### src/rtl/sqg_fifo.sv
// Small request queue between the front and back ends of the squelch ramp gate.
// Depends on nothing but its parameters; show-ahead read.
`timescale 1ns / 1ps

module sqg_fifo #(
    parameter int WIDTH = 8,
    parameter int DEPTH = 2
) (
    input  logic             clk,
    input  logic             rst_n,
    input  logic             push,
    input  logic [WIDTH-1:0] push_data,
    output logic             full,
    input  logic             pop,
    output logic [WIDTH-1:0] pop_data,
    output logic             empty
);

    localparam int PTR_BITS = (DEPTH > 1) ? $clog2(DEPTH) : 1;
    localparam int CNT_BITS = $clog2(DEPTH + 1);
    localparam logic [PTR_BITS-1:0] PTR_LAST = PTR_BITS'(DEPTH - 1);
    localparam logic [CNT_BITS-1:0] CNT_FULL = CNT_BITS'(DEPTH);

    logic [WIDTH-1:0]    mem [0:DEPTH-1];
    logic [PTR_BITS-1:0] wr_ptr_reg;
    logic [PTR_BITS-1:0] rd_ptr_reg;
    logic [CNT_BITS-1:0] count_reg;

    assign full     = (count_reg == CNT_FULL);
    assign empty    = (count_reg == '0);
    assign pop_data = mem[rd_ptr_reg];

    always_ff @(posedge clk)
    begin
        if (push)
        begin
            mem[wr_ptr_reg] <= push_data;
        end
    end

    always_ff @(posedge clk or negedge rst_n)
    begin
        if (!rst_n)
        begin
            wr_ptr_reg <= '0;
            rd_ptr_reg <= '0;
            count_reg  <= '0;
        end
        else
        begin
            if (push)
            begin
                wr_ptr_reg <= (wr_ptr_reg == PTR_LAST) ? '0 : wr_ptr_reg + 1'b1;
            end
            if (pop)
            begin
                rd_ptr_reg <= (rd_ptr_reg == PTR_LAST) ? '0 : rd_ptr_reg + 1'b1;
            end
            if (push && !pop)
            begin
                count_reg <= count_reg + 1'b1;
            end
            else if (pop && !push)
            begin
                count_reg <= count_reg - 1'b1;
            end
        end
    end

endmodule

### config.mk
export PLATFORM = sky130hd
export DESIGN_NAME = sqg_fifo
export DESIGN_NICKNAME = d
export VERILOG_FILES = /design/src/rtl/sqg_fifo.sv
export SDC_FILE = /design/constraint.sdc
export NUM_CORES = 1
export LEC_CHECK = 0
export BUFFER_PORTS_ARGS = -buffer_cell sky130_fd_sc_hd__buf_2
export CORE_MARGIN = 5
export CORE_UTILIZATION = 47
export CTS_BUF_LIST = sky130_fd_sc_hd__clkbuf_8
export DETAILED_ROUTE_END_ITERATION = 10
export MAX_ROUTING_LAYER = met4
export PLACE_DENSITY = 0.76
export SLEW_MARGIN = 20
export SYNTH_ARGS = -nofsm -noshare
export SYNTH_HDL_FRONTEND = slang
export SYNTH_SLANG_ARGS = --single-unit
### constraint.sdc
create_clock -name clk -period 1.1 [get_ports clk]
set_clock_uncertainty 0.05 [all_clocks]
set_input_delay 0.165 -clock clk [delete_from_list [all_inputs] [get_ports clk]]
set_output_delay 0.165 -clock clk [all_outputs]
set_load 0.01 [all_outputs]
== Word level (Yosys, flattened, before mapping) ==
Memories as Yosys holds them, arrays and structs flattened.
Index checks and enable logic that the tools add are counted.
Operators by class
  reductions and logical operators: 6
  add/sub/neg operators: 4
  eq/ne operators: 1
  mux-type cells: 6
Operators by type and width (count)
  2-to-1 mux 1 bit: 4
  2-to-1 mux 2 bit: 2
  adder 1 bit (second input constant): 2
  adder 2 x 1 -> 2 bit (second input constant): 1
  equality test 2 bit (second input constant): 1
  logical AND 1 bit: 2
  zero test 1 bit: 2
  zero test 2 bit: 1
  nonzero test 2 bit: 1
  subtractor 2 x 1 -> 2 bit (second input constant): 1
Word-level totals
  memories kept: 1
  word-level logic and storage cells: 21
  bits of input ports: 12
  output and inout port bits: 10
  bits in registers: 4
  memory bits (writable): 16
Memories
  mem: depth 2, width 8, rd ports 1, clocked after Yosys merged registers in 0, wr ports 1, RTL line 24  | logic [WIDTH-1:0] mem [0:DEPTH-1];

== Depth between registers and ports, before layout ==
Gate-level depths: netlist of run 1.
  depth in word-level cells: 4
  depth in mapped cells: 5
  gate-level depth less buffers: 5

== Worst setup path before layout of run 1 ==
OpenSTA, ideal clock, no wires.
  path type: flip-flop to flip-flop
  from: reg wr_ptr_reg
  to: mem mem[0][0], enable pin
  path buffers: 0
  setup slack: -0.112 ns
  cell stages (with the launch flop): 2
  arrival time: 0.789 ns
  clock period less this slack: 1.212 ns
  setup time: 0.373 ns
  data required time: 0.677 ns
  cells stage by stage: dfrtp_1 -> nor2b_1
RTL lines
  start: declaration: RTL line 25  | logic [PTR_BITS-1:0] wr_ptr_reg;
  start signal: assignment: RTL line 53  | wr_ptr_reg <= (wr_ptr_reg == PTR_LAST) ? '0 : wr_ptr_reg + 1'b1;
  end: declaration: RTL line 24
Straight into the memory's write port.

== Final worst setup path of run 1 ==
  from: reg rd_ptr_reg
  to: out pop_data[0]
Between the ends
  word-level cells in the longest chain between the ends: 1
RTL lines
  start: declaration: RTL line 26  | logic [PTR_BITS-1:0] rd_ptr_reg;
  start signal: assignment: RTL line 57  | rd_ptr_reg <= (rd_ptr_reg == PTR_LAST) ? '0 : rd_ptr_reg + 1'b1;
  memory (2 x 8 bit)
  end: declaration: RTL line 15  | output logic [WIDTH-1:0] pop_data,
Every way passes these cells.

==> results of run 1 <==
Yosys cell counts:
master / count
and2_1: 1
and2b_2: 1
buf_6: 1
dfrtp_1: 4
edfxtp_1: 16
ha_1: 1
inv_1: 1
mux2_2: 8
nor2_1: 2
nor2b_1: 1
xnor2_1: 1
xor2_1: 4
cells by family after synthesis:
kind of cell             share of synthesized area (%)
flip-flops                                        75.3
multiplexers                                      11.7
XOR/XNOR                                          5.68
AND/OR/NAND/NOR                                   3.74
buffers and inverters                             1.95
adder cells (fa/ha/maj)                           1.62
through the flow:
stage	instance area (um^2)	power [mW]	TNS [ns]
floorplan	773	1.61	0
CTS	1070	2.69	-2.68
detailed placement	925	1.91	-1.46
global placement	925	1.88	-1.25
finish	1080	2.70	-2.61
global route	1080	2.86	-3.14
per-layer routing:
layer | vias up | track usage, % | part of all wire (%)
li1 | 214 | - | -
met5 | - | - | 0
met4 | 0 | 3.83 | 0
met1 | 212 | 13.0 | 41
met3 | 0 | 2.96 | 5.1
met2 | 10 | 19.8 | 54
where the power goes:
group	internal (mW)	leakage (nW)	switching, mW	total (mW)
clock network	0.247	0.0231	0.207	0.454
registers	1.03	0.196	0.0887	1.12
logic	0.694	0.236	0.428	1.12
total	1.98	0.455	0.723	2.70
timing repair:
action | in CTS | in global routing
pin swaps | 1 | 3
hold buffers | 1 | 0
buffers inserted | 3 | 1
endpoints found under the hold margin | 4 | 0
setup endpoints to repair | 10 | 11
resized for setup | 14 | 1
worst min path at each step:
stage	slack, ns	cells past startpoint	endpoint
floorplan	-0.18	0	count_reg[0]
global placement	-0.07	1	count_reg[1]
detailed placement	-0.08	1	count_reg[1]
CTS	0.05	1	mem[1][3]
global route	0.05	1	mem[0][6]
finish	0.05	1	mem[0][3]
final cells by class:
class | instances | share of cell area [%]
well taps | 16 | 1.86
clock buffers | 3 | 3.83
inverters | 1 | 0.348
multi-input cells | 19 | 16.5
clock inverters | 1 | 0.348
flip-flops and latches | 20 | 53.9
repair buffers | 31 | 23.2
==> metrics.txt, run 1 <==
Die ar. 2550 um^2; # DRC 0; Max FO, Critical Path 5; clk slew on worst S/H paths 0.07 ns; grt total ovfl 0; Starting Density 50.6%; post-detailed-route count of antenna-violating nets 0; Fin. Hold Viols 0; slowest stage cell, crit path dfrtp_2; Worst R2R End count_reg[1]; Pleak 0.455 nW; flops & latches, synth 20; antenna cells 0; worst setup path end pop_data[0]; vias in the first global route 487; Mapped Avg Cell Area 18.8 um^2; cell depth of the worst setup path 3; I/O pin cnt 22; crit path time final 1.42 ns; crit path DAT 1.21 ns; Setup crit end kind primary output; CP peak stage delay 0.38 ns; GRT Util Overall 11.6%; placed insts 82; top cell type by total area after synthesis edfxtp_1; Inserted Clock Buffers 3; Reg area 582 um^2; die width 50.5 um; area occupied by multi-input gates 178 um^2; Die H 50.5 um; hold path start push_data[3]; WP data required 0.88 ns; sequential cell area fraction in the yosys report 75.3%; CTS tree yes; initial antenna violation count 0; pwr dens 2500 nW/um^2; Core Region 1520 um^2; largest net degree at the start of global routing 12; row count 14; R2R depth 4; vias 436; fraction of layout cells with a size suffix above 1 58.7%; DR iter-0 viols 8; Placer Congestion 0.711; area delta synth->final 39.9%; final wirelength 1.21 mm; Critical Path Start Type flop; most frequent cells in the layout edfxtp_1 (16), buf_2 (12), buf_6 (12); Final nets 89; fin util 70.8%; max reg flops 16; clock network latency to the later pin of the worst-skew pair 0.24 ns; Slew Limit Headroom 91.2%; Root Driver clkbuf_8; first-pass GRT wire length 2.18 mm; worst vdd ir 2090 uV; WP buf/inv 2; fin cells 91; Netlist Area Pre-Place 771 um^2; wire length per cell 13.3 um; DP HPWL 883 um; port buffer count 21; Mapped Cells 41; status finished with violations; H-Tree Depth 1; fillers 108; vias per cell 4.79; Pre-antenna DRT Iters 3; WS Path Type flop to primary output; Yosys top cell area share 62.3%; Min Hold Slack 0.0541 ns; Area contributors post-synth edfxtp_1 (62%), dfrtp_1 (13%), mux2_2 (12%), xor2_1 (4.5%), ha_1 (1.6%); Top delay family on crit path flip-flops; # setup viols final 9; Max Fclk 703 MHz; reg2reg setup slack 0.06 ns; Setup WS pre-CTS -0.193 ns; clock buffer depth 2; Final WS setup -0.322 ns; max-slew violations 0; failing checks setup timing; max cap viols 0; Synth Warn # 0; Worst Tran Pin Value 0.131 ns; Cell variety after synth 12; syn_nets 54; final period utilization 129%; RSZ-0062 raised after global routing true; hold crit path type input pin to flop; Reg-to-Reg Start count_reg[0]; clock sink count 20; most used cell, CP buf_6; Worst Setup SP rd_ptr_reg; most common cell after layout, fill and taps aside edfxtp_1; critical-path cell list buf_6 -> mux2_2 -> buf_6
Note: power is estimated with default switching activity, not from simulation.
==> inputs of run 2 (changes only) <==
ABC_AREA = 0   (was default)
PLACE_DENSITY = default   (was 0.76)
PLACE_DENSITY_LB_ADDON = 0.12   (was default)
==> metrics.txt, run 2 (synthesis gave the netlist of run 1 again) <==
status finished with violations; failing checks setup timing; DR iter-0 viols 5 (-3); GRT Util Overall 10.6% (-0.94 points); Max FO, Critical Path 4 (-1); initial antenna violation count 0 (unchanged); Setup crit end kind primary output; hold crit path type input pin to flop; Slew Limit Headroom 90.5% (-0.75 points); # setup viols final 9 (unchanged); H-Tree Depth 1 (unchanged); fraction of layout cells with a size suffix above 1 61.0% (+2.4 points); most frequent cells in the layout edfxtp_1 (16), buf_2 (12), buf_6 (11); crit path time final 1.44 ns (+0.0222 ns); Final nets 91 (+2.2%); Layout Cell Area excl Fill 1120 um^2 (+3.8%); row count 14 (unchanged); Root Driver clkbuf_8; setup TNS -2.75 ns (-0.138 ns); clock sink count 20 (unchanged); clk slew on worst S/H paths 0.07 ns (about the same); DP Area 930 um^2 (+0.54%); worst vdd ir 1480 uV (-29%); max cap viols 0 (unchanged); I/O pin cnt 22 (unchanged); final period utilization 131% (+2.0 points); Pleak 0.481 nW (+5.7%); first-pass GRT wire length 1.99 mm (-8.9%); WS Path Type flop to primary output; die width 50.5 um (unchanged); Core Region 1520 um^2 (unchanged); area occupied by multi-input gates 185 um^2 (+4.2%); DR WL met3 88 um (+42%); most common cell after layout, fill and taps aside edfxtp_1; CTS tree yes; crit path DAT 1.23 ns (+0.02 ns); wire length on met1 500 um (+1.4%); max reg flops 16 (unchanged); Critical Path Start Type flop; fin cells 93 (+2.2%); final wirelength 1.23 mm (+1.9%); placed insts 81 (-1.2%); max-slew violations 0 (unchanged); port buffer count 21 (unchanged); fin util 73.5% (+2.7 points); wire length per cell 13.3 um (-0.29%); Starting Density 50.6% (unchanged); # DRC 0 (unchanged); RSZ-0062 raised after global routing true; DP HPWL 853 um (-3.4%); clock buffer depth 2 (unchanged); met2 wire length 639 um (-2.3%); antenna cells 0 (unchanged); Reg area 582 um^2 (unchanged); grt total ovfl 0 (unchanged); Placer Congestion 0.665 (-6.4%); vias 444 (+1.8%); max layer used met4; vias in the first global route 447 (-8.2%); Die H 50.5 um (unchanged); WP data required 0.88 ns (about the same); clock network latency to the later pin of the worst-skew pair 0.25 ns (about the same); Pre-antenna DRT Iters 2 (-1); Fin. Hold Viols 0 (unchanged); pwr dens 2580 nW/um^2 (+2.9%); post-detailed-route count of antenna-violating nets 0 (unchanged); vias per cell 4.77 (-0.36%); Final WS setup -0.344 ns (-0.0222 ns); Die ar. 2550 um^2 (unchanged); Worst Tran Pin Value 0.143 ns (+0.0111 ns); Max Fclk 692 MHz (-1.5%); area delta synth->final 45.3%; Inserted Clock Buffers 3 (unchanged); largest net degree at the start of global routing 12 (unchanged); fillers 104 (-3.7%)
-- run 2: worst paths after layout --
check | cells after the start | startpoint | endpoint | slack, ns
min in group asynchronous | 2 | rst_n | count_reg[0] | 0.20
max in group asynchronous | 2 | rst_n | rd_ptr_reg | 0.66
worst min-delay path | 1 | push_data[3] | mem[0][3] | 0.05
worst min register to register | 1 | wr_ptr_reg | wr_ptr_reg | 0.45
worst max-delay path | 3 | rd_ptr_reg | pop_data[0] | -0.34
worst max register to register | 4 | count_reg[0] | count_reg[1] | 0.01
-- run 2: report_power, final --
part	total, mW	switching (mW)	internal, mW
logic	1.23	0.450	0.779
clock network	0.530	0.213	0.317
registers	1.12	0.0906	1.03
total	2.88	0.754	2.13
-- run 2: metrics by stage --
stage                     hold WS, ns  power (mW)  setup slack (ns)
final                          0.0526        2.88            -0.344
after global routing           0.0431        3.04            -0.386
after CTS                      0.0469        2.85            -0.332
after detailed placement      -0.0703        1.92            -0.179
after global placement        -0.0731        1.90            -0.157
after floorplan                -0.181        1.61            0.0488
-- run 2: what timing repair did --
action,CTS,global route
hold buffers,1,0
endpoints found under the hold margin,4,0
endpoints found under the setup margin,10,11
pin swaps,0,1
gates resized for setup,13,2
cloned,0,0
buffers inserted,6,1
-- run 2: metal layers --
layer / up-vias / global-route usage, %
met2: 13 / 17.1
met3: 2 / 2.96
met4: 0 / 3.83
met5: - / -
met1: 208 / 12.7
li1: 221 / -
-- run 2: layout make-up --
class,instances,area share (%)
sequential,20,52.0
timing repair buffer,33,24.5
multi-input combinational,19,16.5
clock buffer,4,4.92
tap,16,1.79
inverter,1,0.335
-- run 2: worst max-delay path, cell delays in order (launching register included) --
cell     delay (ns)
dfrtp_2        0.43
buf_6          0.14
mux2_4         0.30
buf_6          0.12
