File: src/rtl/sqg_pkg.sv
// Shared types, constants and the envelope table builder for the squelch ramp gate.
// No dependencies; the front end, back end and top level import this package.
`timescale 1ns / 1ps

package sqg_pkg;

    localparam int TABLE_SIZE  = 1024;
    localparam int IDX_BITS    = $clog2(TABLE_SIZE);
    localparam int IDX_W       = IDX_BITS + 1;
    localparam int RAMP_BITS   = 11;
    localparam int GAIN_BITS   = 16;
    localparam int GAIN_FRAC   = 15;
    localparam int QUEUE_DEPTH = 2;
    localparam int CFG_IDX_BITS  = 4;
    localparam int CFG_DATA_BITS = 11;

    localparam logic [RAMP_BITS-1:0] MAX_RAMP = 11'd1024;
    localparam logic [RAMP_BITS-1:0] POS_MAX  = 11'd2047;
    localparam logic [GAIN_BITS-1:0] GAIN_ONE = 16'h8000;

    localparam longint Q30_ONE = 64'sd1073741824;
    localparam longint PI_Q30  = 64'sd3373259426;

    // squelch modes
    localparam logic [1:0] MODE_MUTED   = 2'd0;
    localparam logic [1:0] MODE_ATTACK  = 2'd1;
    localparam logic [1:0] MODE_UNMUTED = 2'd2;
    localparam logic [1:0] MODE_DECAY   = 2'd3;

    // what the back end does to the envelope gain
    localparam logic [1:0] GAIN_KEEP = 2'd0;
    localparam logic [1:0] GAIN_SET1 = 2'd1;
    localparam logic [1:0] GAIN_SET0 = 2'd2;
    localparam logic [1:0] GAIN_ENV  = 2'd3;

    // what the back end sends out
    localparam logic [1:0] EMIT_NONE   = 2'd0;
    localparam logic [1:0] EMIT_ZERO   = 2'd1;
    localparam logic [1:0] EMIT_SCALED = 2'd2;

    // register indexes
    localparam logic [CFG_IDX_BITS-1:0] CFG_RAMP_LENGTH = 4'd0;
    localparam logic [CFG_IDX_BITS-1:0] CFG_GATE_DROP   = 4'd1;

    typedef struct packed {
        logic [1:0]           gain_op;
        logic [1:0]           emit;
        logic [RAMP_BITS-1:0] pos;
        logic [RAMP_BITS-1:0] ramp;
    } sqg_cmd_t;

    typedef struct packed {
        logic                 finishing;
        logic [GAIN_BITS-1:0] gain;
    } sqg_back_status_t;

    // Raised-cosine entry in Q30 via a folded Taylor series, rounded to Q1.15.
    function automatic logic [GAIN_BITS-1:0] sqg_rom_entry(input int n);
        logic   neg;
        longint m;
        longint y;
        longint y2;
        longint t;
        longint e;
        neg = (2 * n) > TABLE_SIZE;
        m   = neg ? longint'(TABLE_SIZE - n) : longint'(n);
        y   = (PI_Q30 * m) / TABLE_SIZE;
        y2  = (y * y) / Q30_ONE;
        t   = Q30_ONE;
        t   = Q30_ONE - ((y2 * t) / Q30_ONE) / 132;
        t   = Q30_ONE - ((y2 * t) / Q30_ONE) / 90;
        t   = Q30_ONE - ((y2 * t) / Q30_ONE) / 56;
        t   = Q30_ONE - ((y2 * t) / Q30_ONE) / 30;
        t   = Q30_ONE - ((y2 * t) / Q30_ONE) / 12;
        t   = Q30_ONE - ((y2 * t) / Q30_ONE) / 2;
        e   = neg ? (Q30_ONE + t) / 2 : (Q30_ONE - t) / 2;
        if (e < 0)
        begin
            e = 0;
        end
        if (e > Q30_ONE)
        begin
            e = Q30_ONE;
        end
        return GAIN_BITS'((e + 64'sd16384) >>> GAIN_FRAC);
    endfunction

endpackage

File: src/rtl/sqg_front.sv
// Front end of the squelch ramp gate: accepts samples, runs the squelch mode
// and ramp position, and queues one request per sample. Uses sqg_pkg.
`timescale 1ns / 1ps

module sqg_front import sqg_pkg::*; (
    input  logic                 clk,
    input  logic                 rst_n,
    input  logic                 in_valid,
    output logic                 in_stall,
    input  logic                 mute_request,
    input  logic [RAMP_BITS-1:0] ramp_length,
    input  logic                 gate_drop,
    input  logic                 push_ready,
    output logic                 push,
    output sqg_cmd_t             cmd
);

    logic [1:0]           mode_reg;
    logic [1:0]           mode_next;
    logic [RAMP_BITS-1:0] pos_reg;
    logic [RAMP_BITS-1:0] pos_next;
    logic [RAMP_BITS-1:0] ramp_eff;
    logic [RAMP_BITS-1:0] pos_inc;
    logic [RAMP_BITS-1:0] pos_dec;

    assign in_stall = !push_ready;
    assign push     = in_valid && push_ready;

    always_comb
    begin
        ramp_eff    = (ramp_length > MAX_RAMP) ? MAX_RAMP : ramp_length;
        pos_inc     = (pos_reg < POS_MAX) ? pos_reg + 1'b1 : pos_reg;
        pos_dec     = pos_reg - 1'b1;
        mode_next   = mode_reg;
        pos_next    = pos_reg;
        cmd.gain_op = GAIN_KEEP;
        cmd.pos     = pos_reg;
        cmd.ramp    = ramp_eff;
        case (mode_reg)
            MODE_MUTED:
            begin
                if (!mute_request)
                begin
                    if (ramp_eff != '0)
                    begin
                        mode_next = MODE_ATTACK;
                    end
                    else
                    begin
                        mode_next   = MODE_UNMUTED;
                        cmd.gain_op = GAIN_SET1;
                    end
                end
            end
            MODE_UNMUTED:
            begin
                if (mute_request)
                begin
                    mode_next = (ramp_eff != '0) ? MODE_DECAY : MODE_MUTED;
                end
            end
            MODE_ATTACK:
            begin
                pos_next = pos_inc;
                if (ramp_eff == '0 || pos_inc >= ramp_eff)
                begin
                    mode_next   = MODE_UNMUTED;
                    cmd.gain_op = GAIN_SET1;
                end
                else
                begin
                    cmd.gain_op = GAIN_ENV;
                    cmd.pos     = pos_inc;
                end
            end
            default:
            begin
                // decay: finish at once on a hard switch or an exhausted ramp
                if (ramp_eff == '0 || pos_reg == '0)
                begin
                    pos_next    = '0;
                    mode_next   = MODE_MUTED;
                    cmd.gain_op = GAIN_SET0;
                end
                else
                begin
                    pos_next    = pos_dec;
                    cmd.gain_op = GAIN_ENV;
                    cmd.pos     = pos_dec;
                    if (pos_dec == '0)
                    begin
                        mode_next = MODE_MUTED;
                    end
                end
            end
        endcase
        if (mode_next != MODE_MUTED)
        begin
            cmd.emit = EMIT_SCALED;
        end
        else
        begin
            cmd.emit = gate_drop ? EMIT_NONE : EMIT_ZERO;
        end
    end

    always_ff @(posedge clk or negedge rst_n)
    begin
        if (!rst_n)
        begin
            mode_reg <= MODE_MUTED;
            pos_reg  <= '0;
        end
        else if (push)
        begin
            mode_reg <= mode_next;
            pos_reg  <= pos_next;
        end
    end

endmodule

File: config.mk
export PLATFORM = sky130hd
export DESIGN_NAME = sqg_front
export DESIGN_NICKNAME = d
export VERILOG_FILES = /design/src/rtl/sqg_pkg.sv /design/src/rtl/sqg_front.sv
export SDC_FILE = /design/constraint.sdc
export NUM_CORES = 1
export LEC_CHECK = 0
export ABC_AREA = 0
export BUFFER_PORTS_ARGS = -buffer_cell sky130_fd_sc_hd__buf_2
export CORE_MARGIN = 1
export CORE_UTILIZATION = 56
export DETAILED_ROUTE_END_ITERATION = 8
export PLACE_DENSITY = 0.85
export SLEW_MARGIN = 40
export SYNTH_ARGS = -nofsm -noshare
export SYNTH_HDL_FRONTEND = slang
export SYNTH_SLANG_ARGS = --single-unit
File: constraint.sdc
create_clock -name clk -period 5.1 [get_ports clk]
set_input_delay 1.02 -clock clk [delete_from_list [all_inputs] [get_ports clk]]
set_output_delay 1.02 -clock clk [all_outputs]
set_load 0.02 [all_outputs]
======== Word level (Yosys, flattened, before mapping) ========
Index checks and enable logic that the tools add are counted.
cells by class
  add/sub/neg operators ................... 2
  muxes and demuxes ....................... 22
  order comparisons ....................... 3
  equality and inequality tests ........... 2
  bitwise logic cells ..................... 1
  reduce and logical (&&, ||, !) cells .... 12
operators with widths
  operator                                                                count
  11-bit two-way mux                                                      5
  11-bit one-hot mux with 2 select lines                                  2
  11-bit logical NOT                                                      3
  2-bit two-way mux                                                       9
  2-bit one-hot mux with 3 select lines                                   2
  11-bit by 1-bit adder with 11-bit output (second input constant)        1
  11-bit >= comparator                                                    1
  11-bit > comparator (second input constant)                             1
  11-bit < comparator (second input constant)                             1
  11-bit nonzero test                                                     1
  11-bit by 1-bit subtractor with 11-bit output (second input constant)   1
  1-bit two-way mux                                                       4
  2-bit by 1-bit equality test with 1-bit output (second input constant)  1
  2-bit equality test (second input constant)                             1
  2-bit logical NOT                                                       1
  1-bit logical OR                                                        2
  2-bit AND reduction                                                     1
  2-bit nonzero test                                                      1
  2-bit OR reduction                                                      1
  1-bit logical AND                                                       1
  1-bit logical NOT                                                       1
  1-bit inverter                                                          1
storage, ports and cells
  output and inout bits ................... 28
  flip-flop bits (word level) ............. 13
  word-level logic and storage cells ...... 44

======== Logic depth before layout (Yosys ltp) ========
Gate-level depths: netlist (run 1).
  depth in word-level cells ............... 8
  gate-level depth with buffers ........... 15
  gate-level depth less buffers ........... 12

======== Worst setup path before layout (run 1) ========
OpenSTA, ideal clock, no wires.
  path type ............................... input -> output
  start point ............................. input ramp_length[10]
  end point ............................... output cmd[11] in the netlist's numbering
  stages .................................. 10
  data arrival time ....................... 3.262 ns
  slack ................................... 0.818 ns
  path through ............................ inv_1 clkbuf_1 nand2_1 ha_1 a21oi_1 o21ai_0 a21oi_1 o21ai_4 a21oi_1 a2bb2oi_1
RTL lines
  what             line             RTL
  start, declared  sqg_front.sv:11  input logic [RAMP_BITS-1:0] ramp_length,
  end, declared    sqg_front.sv:15  output sqg_cmd_t cmd

==> metrics list, run 1 <==
- Switching part of the total: 0.596
- Largest fanout of any net on the critical path: 10
- In this run the worst hold path is classified as primary input to async pin.
* Worst clock skew on the final layout: roughly 3.8 ps
- CTS saw 13 sinks.
* Initial Utilization: 0.601
- The via count of the first global-routing pass came to just over 2000.
- Number of inserted filler cells in the final layout: 299
- Timing analysis after detailed placement gives a worst setup slack of 461 ps.
- Dominant register cell in the synthesized netlist: dfrtp_1
- Total clock buffers created by CTS: 3
- Post-layout net count: 336
- Clock root buffer master: clkbuf_4
- Number of cell rows: 21
* Router iterations before antenna repair: 5
- Synth Instances: 275
* Maximum vdd drop: 385 uV
- Worst path setup slack after routing: 349 ps
* Internal power: just under 600 uW
- Critical path type: flip-flop to output pin
- The startpoint identified for the worst register-to-register timing path is pos_reg[5]$_DFFE_PN0P_.
- Derived from the worst setup path, the maximum achievable clock frequency is 210 MHz.
* Multi-input logic area: 0.00152 sq mm
- At the worst endpoint, the required time is 4080 ps.
- Across every metal layer, demand over resource in global routing totals 0.327.
- Leakage Power: around 1.1 nW
* Number of warning messages in the yosys log: 0
* Fraction of the yosys area taken by sequential cells: 0.159
- Endpoint of the worst register-to-register path: mode_reg[1]$_DFFE_PN0P_
* Arrival time worst endpoint: about 3700 ps
- The final hold violation count is 0.
* Slew margin rel.: 0.601
* Weighted congestion reported at the end of routability-driven placement: between 0.9 and 1
* Flop and latch count out of synthesis: 13
* Violation count after the first detailed-routing iteration: 150
* Synth Cell Area: 0.00205 sq mm
- CTS max path bufs: 2
- 0 antenna diodes ended up in the layout.
- Of all flip-flops after synthesis, the portion carrying an async set or reset was 1.00.
- Yosys mapped a number of flops with a built-in enable equal to 0.
- Max-cap violations in this run came to 0.
- The first global-routing pass estimated 10.2 mm of wire.
- Layout cell share with drive strength beyond 1: 0.257
* Net count of the mapped netlist: a little over 300
- Total overflow reported by the global router: 0
* Number of I/O port buffers: 44
* Max FFs per register: 11
- In this run the remaining antenna-violating nets after routing total 0.
- Power density over the cells: approximately 650 mW/mm^2
- Latest clock arrival within the worst-skew pair: around 280 ps
- After clock tree synthesis, the flow added hold-fix buffers numbering 0.
- TritonCTS built the clock tree.
* CP Launch Type: flip-flop
- Share of power burned in registers: 0.194
- Routed via count: 2212
* Core ar.: about 0.0034 sq mm
- In this run, distinct cell masters in the synthesized netlist total 62.
- The die is 62.5 um wide.
- Once the clock tree was built, the resizer swapped 0 gates to a different size.
* Critical path capture point type: output pin
- CTS clk-pin slew, worst paths: 80 ps
- Of the total power, the clock network draws 0.043.
* Mean cell area of the mapped netlist: 7.46 sq um
- Setup-failing EPs final: 0
- Run status: finished, final reports clean
- Flop2flop setup slack: 1840 ps
- Maximum number of pins on one net before global-route repair: 16
- 45 I/O pins were placed.
- Time the final worst path needs with I/O delays and setup: 4750 ps
* R2r worst-path depth: 12
* Unrepaired setup endpoints after global routing: no
- Summed over all nets, the switching power comes to 875 uW.
- Area of all sequential standard cells: between 300 and 400 sq um
- Period utilization: 0.932
* Number of levels the H-tree was split into: 1
- Antenna violations before repair: 0
- Dividing the detail-routed wire length by the instance count gives ~17 um.
* Die outline area: 0.00391 sq mm
- The share of total power dissipated in combinational logic is 0.763.
- Hold timing on the final database bottoms out at a slack of 616 ps.
- After routing, the total negative slack on setup checks comes to 0 ps.
- The HPWL after detailed placement is 4.52 mm.
- Setup Buffers After CTS: 0
* Total count of max-transition violations in the final report: 0
- Relative to the synthesized area, the layout overhead comes to 10.7%.
- # DRC: 0
* Detailed-route wire length: between 5 and 6 mm
- Final core occ: 0.665
- The floorplan step set the die height to 62.5 um.
- Transition time at the pin with the least slew margin: 599 ps
* DR vias/cell: roughly 6.3
power by group through the flow:
stage | Clock [mW] | Combinational, mW | Sequential [mW]
after floorplan | 0 | 0.928 | 0.176
after global placement | 0 | 1.06 | 0.277
after detailed placement | 0 | 1.08 | 0.280
after CTS | 0.0671 | 1.09 | 0.278
after global routing | 0.0748 | 1.23 | 0.295
final | 0.0636 | 1.12 | 0.285
layer usage:
layer  wire [um]  global-route usage
met1        2630               0.448
met3         410              0.0511
met5           0                   0
met2        2700               0.516
met4         167               0.119
cells in the mapped netlist, types with 5 or more instances:
master / number / area share
a21oi_1: 17 / 0.041
a31oi_1: 5 / 0.015
buf_2: 6 / 0.015
clkbuf_1: 11 / 0.020
dfrtp_1: 13 / 0.16
ha_1: 15 / 0.091
inv_1: 22 / 0.040
nand2_1: 31 / 0.057
nand3_1: 8 / 0.020
nor2_1: 16 / 0.029
nor3_1: 6 / 0.015
o21ai_0: 17 / 0.041
o22ai_1: 6 / 0.018
xnor2_1: 5 / 0.021
xor2_1: 5 / 0.021
worst max path at each step:
stage	startpoint	endpoint
after floorplan	ramp_length[10]	cmd[11]
after global placement	pos_reg[3]$_DFFE_PN0P_	cmd[13]
after detailed placement	pos_reg[3]$_DFFE_PN0P_	cmd[12]
after CTS	pos_reg[3]$_DFFE_PN0P_	cmd[12]
after global routing	pos_reg[5]$_DFFE_PN0P_	cmd[13]
final	pos_reg[5]$_DFFE_PN0P_	cmd[13]
layout make-up:
cell class	instances	share of cell area
clock buffers	3	0.00991
flip-flops and latches	13	0.145
multi-input cells	215	0.670
clock inverters	1	0.00220
well taps	46	0.0253
repair buffers	48	0.110
inverters	23	0.0380
critical path, cell delays in order, from the launching register on:
cell     delay [ps]
dfrtp_1         570
and4_1          420
nand4_4         190
nand4_1         180
xor2_1          240
inv_1            90
ha_1            310
a21oi_1         130
o21ai_0         110
a21oi_2         300
o21ai_4         170
o211a_1         240
or3_1           350
buf_2           160
through the flow:
stage | instance area (sq um) | total power [mW] | cells
global route | 2270 | 1.60 | 349
global placement | 2230 | 1.34 | 345
detailed placement | 2230 | 1.36 | 345
finish | 2270 | 1.47 | 349
floorplan | 2050 | 1.10 | 275
CTS | 2260 | 1.43 | 349
kinds of logic (layout without fill, tap and decap cells):
logic type / count (synthesis) / count (layout) / share of synthesized area
flip-flops: 13 / 13 / 0.159
XOR/XNOR: 10 / 10 / 0.0427
multiplexers: 3 / 3 / 0.0146
AO/OA/AOI/OAI: 83 / 83 / 0.290
buffers and inverters: 47 / 75 / 0.106
AND/OR/NAND/NOR: 104 / 104 / 0.297
adder cells (fa/ha/maj): 15 / 15 / 0.0915
cells in the final DEF, fill, tap and decap left out, types with 8 or more instances in the layout:
| cell type | n |
|---|---|
| dfrtp_1 | 10 |
| nand3_1 | 8 |
| inv_1 | 22 |
| o21ai_0 | 17 |
| nor2_1 | 16 |
| buf_2 | 44 |
| a21oi_1 | 16 |
| ha_1 | 15 |
| nand2_1 | 31 |
(Power assumes the default switching activity.)
==> run 2: changes to the inputs <==
--- a/config.mk
+++ b/config.mk
@@ -5,7 +5,7 @@
 export SDC_FILE = /design/constraint.sdc
 export NUM_CORES = 1
 export LEC_CHECK = 0
-export ABC_AREA = 0
+export ABC_AREA = 1
 export BUFFER_PORTS_ARGS = -buffer_cell sky130_fd_sc_hd__buf_2
 export CORE_MARGIN = 1
 export CORE_UTILIZATION = 56
==> run 2 against run 1 <==
Synthesized cell count is 31% higher. Combinational power is 4% higher. Sequential share of layout area is 0.87 points lower. Global-route usage is 1.6 points higher. Cell area is 5.2% higher. Setup slack better by 79 ps. Flip-flop and latch count stayed put. First-iteration DRC count is 53% higher. Critical path type is now primary input to output pin. Largest power group unchanged. Highest routed layer unchanged.
==> metrics list, run 2 <==
- Violation count after the first detailed-routing iteration: 229 (+53%)
* Busiest grt layer: met2
* Detailed-route wire length: 6.48 mm (+9.6%)
- Setup repair after global routing left no endpoint under its margin.
* Arrival time worst endpoint: 3650 ps (-80 ps)
- The worst clock skew on the final layout came to 3.12 ps (-0.694 ps).
- Clock sink count: 13 (unchanged)
- Met3 demand-to-capacity share in global routing: 0.0464 (-0.00467)
- The number of distinct library cells after synthesis was 38 (-39%).
- Net count of the mapped netlist: 393 (+28%)
- The largest fanout on the critical path was 9 (-1).
* Instance count after placement with tap cells included: 440 (+28%)
- The register bit count reported by yosys is 13 (unchanged).
- The count of input and output buffers is 44 (unchanged).
- The final worst hold slack was 628 ps (+12.0 ps).
- The final hold violation count was 0 (unchanged).
- Antenna Nets Post-Route: 0 (unchanged)
- Leakage Power: 1.34 nW (+18%)
* Via count of the first global-routing pass: 2277 (+11%)
- Number of inserted filler cells in the final layout: 360 (+20%)
- Layout cell share with drive strength beyond 1: 0.225 (-0.0327)
- Average wire length per cell after detail routing: 14.6 um (-14%)
- The worst-case clock buffer depth is 2 (unchanged).
- Top area cells in the synthesized netlist: nand2_1, dfrtp_1, ha_1, nor2_1, inv_1
* Area share of the leading cell type in the synthesized netlist: 0.188 (+0.0293)
* Cell type group with the largest total delay on the critical path: simple AND/OR/NAND/NOR gates
* Power density over the cells: 649 mW/mm^2 (+0.40%)
- The via-per-instance ratio is 5.56 (-12%).
- The number of resized instances in the post-cts repair step is 0 (unchanged).
* Die outline area: 0.00407 sq mm (+4.1%)
- From synthesis to final layout, the design area changed by 11.8%.
- The flow ran to the end, and the final reports show no timing, DRC or antenna violations.
* Die Y-Extent: 63.8 um (+2.0%)
* Multi-input logic area: 0.00154 sq mm (+1.1%)
- CP Launch Type: primary input
- The number of vias after detailed routing was 2470 (+12%).
- Total global routing track utilization: 0.343 (+0.0155)
* Required time worst endpoint: 4080 ps (about the same)
* CTS clk-pin slew, worst paths: 70 ps (about the same)
* Finished Cell Area: 0.00239 sq mm (+5.2%)
* Number of antenna cells inserted: 0 (unchanged)
* Transition time at the pin with the least slew margin: 706 ps (+108 ps)
* Setup Buffers After CTS: 0 (unchanged)
- The biggest area contributor in the post-synthesis netlist is nand2_1.
- The post-synthesis cell area is 0.00214 sq mm (+4.2%).
- Final setup TNS: 0 ps (unchanged)
- Mean cell area of the mapped netlist: 5.92 sq um (-21%)
- The number of I/O pins is 45 (unchanged).
- Ordered cell list for the critical path: buf_2 -> inv_1 -> nand2_1 -> nor2_1 -> and2_1 -> nor2_1 -> inv_1 -> nand2_1 -> ha_1 -> a21o_1 -> nor2_1 -> nand2_1 -> nand2_1 -> nand2_2 -> nand2_2 -> clkinv_1 -> o21ai_0 -> nand3_1 -> buf_2
- Number of enable-type register cells in the synthesized netlist: 0 (unchanged)
- The met1 usage is 0.450 (+0.00202).
* Weighted congestion reported at the end of routability-driven placement: 0.975 (+5.3%)
* Max FFs per register: 11 (unchanged)
* Maximum achievable frequency: 214 MHz (+1.7%)
* Non-filler instance count after layout: 444 (+27%)
- In this run the worst hold path is classified as flip-flop to flip-flop.
- The max-slew headroom at the worst pin is 0.529 (-0.0723).
* Maximum vdd drop: 302 uV (-22%)
* Critical path type: primary input to output pin
- Post-layout net count: 429 (+28%)
- Antenna violations before repair: 0 (unchanged)
- The total DRC errors in the routed layout is 0 (unchanged).
* Critical path capture point type: output pin
- Latest clock arrival within the worst-skew pair: 260 ps (-20 ps)
* Number of cell rows: 22 (+4.8%)
- Placement Cell Area: 0.00234 sq mm (+5.1%)
* CTS tree: done
- Crit-path most repeated cell: nand2_1
* Fraction of the yosys area taken by sequential cells: 0.152 (-0.00640)
* Final core occ: 0.653 (-0.0124)
* Dominant register cell in the synthesized netlist: dfrtp_1
- The half-perimeter wire length after detailed placement came to 5.10 mm (+13%).
* Period utilization: 0.916 (-0.0155)
* Wire length of the first global-routing pass: 10.7 mm (+5.7%)
* Time the final worst path needs with I/O delays and setup: 4670 ps (-78.8 ps)
- Synth Instances: 361 (+31%)
* Core ar.: 0.00366 sq mm (+7.2%)
* Number of levels the H-tree was split into: 1 (unchanged)
* Most common cell in the synthesized netlist: nand2_1
* Commonest non-fill, non-tap cell in the layout: nand2_1
- Setup-failing EPs final: 0 (unchanged)
* Area of all sequential standard cells: 325 sq um (-1.1%)
* Cell at the slowest stage of the critical path: nor2_1
- The total of max-cap violations came to 0 (unchanged).
- The delay of the slowest cell on the worst path came to 310 ps (-260 ps).
- Hold buffers post-CTS: 0 (unchanged)
- Total overflow reported by the global router: 0 (unchanged)
* Buffering stage count on the worst path with inverters included: 5 (+3)
* Die W: 63.8 um (+2.0%)
* Maximum number of pins on one net before global-route repair: 16 (unchanged)
* Number of warning messages in the yosys log: 0 (unchanged)
- Initial Utilization: 0.584 (-0.0167)
- Router iterations before antenna repair: 8 (+3)
- Clock root buffer master: clkbuf_8
* Highest-count cells in the layout ignoring fill and taps: nand2_1, buf_2, inv_1, nor2_1, nand3_1
- Total clock buffers created by CTS: 3 (unchanged)
- Share of synthesized registers carrying an async set or reset: 1.00 (unchanged)
- Most frequent cells after synthesis: nand2_1, nor2_1, inv_1, nand3_1, o21ai_1
- The fraction of met2 tracks used by global routing is 0.578 (+0.0622).
* Total count of max-transition violations in the final report: 0 (unchanged)
==> run 2: per-stage QoR <==
stage / setup slack [ps] / total power, mW
floorplan: 697 / 1.14
detailed placement: 500 / 1.43
CTS: 471 / 1.53
global route: 168 / 1.69
global placement: 650 / 1.41
finish: 428 / 1.55
==> run 2: worst min-delay path, delay by kind of cell, from the launching register on <==
family	cells	cell delay [ps]
AND/OR/NAND/NOR	2	150
flip-flops	1	450
==> run 2: cell families after synthesis <==
logic type                 count (synthesis)  share of synthesized area
buffers and inverters                     66                      0.130
DFF                                       13                      0.152
adders and majority gates                 15                     0.0878
xor gates and xnor gates                   8                     0.0363
AOI/OAI and AO/OA                         53                      0.151
and+or+nand+nor                          206                      0.443
==> run 2: worst paths after layout <==
kind	from	to	slack, ps	cells after the start
worst max-delay path	ramp_length[9]	cmd[18]	430	19
worst min-delay path	pos_reg[10]$_DFFE_PN0P_	pos_reg[10]$_DFFE_PN0P_	630	2
worst max register to register	pos_reg[1]$_DFFE_PN0P_	mode_reg[1]$_DFFE_PN0P_	2210	17
worst min register to register	pos_reg[10]$_DFFE_PN0P_	pos_reg[10]$_DFFE_PN0P_	630	2
max in group asynchronous	rst_n	pos_reg[6]$_DFFE_PN0P_	4190	1
min in group asynchronous	rst_n	pos_reg[7]$_DFFE_PN0P_	660	1
==> run 2: metal layers <==
metal  up-vias  part of all wire
li1       1226                 -
met4         0             0.026
met1      1097              0.43
met5         -                 0
met2       125              0.47
met3        22             0.076
==> run 2: final cells by class <==
class | count | share of cell area
sequential | 13 | 0.136
timing repair buffer | 44 | 0.0921
inverter | 53 | 0.0843
tap | 48 | 0.0251
clock buffer | 4 | 0.0188
multi-input combinational | 282 | 0.643
==> run 2: where the power goes <==
group | total (mW) | internal, mW | switching, mW | leakage [nW]
sequential | 0.287 | 0.149 | 0.138 | 0.159
combinational | 1.16 | 0.384 | 0.776 | 1.15
clock | 0.103 | 0.0555 | 0.0471 | 0.0228
total | 1.55 | 0.588 | 0.962 | 1.34
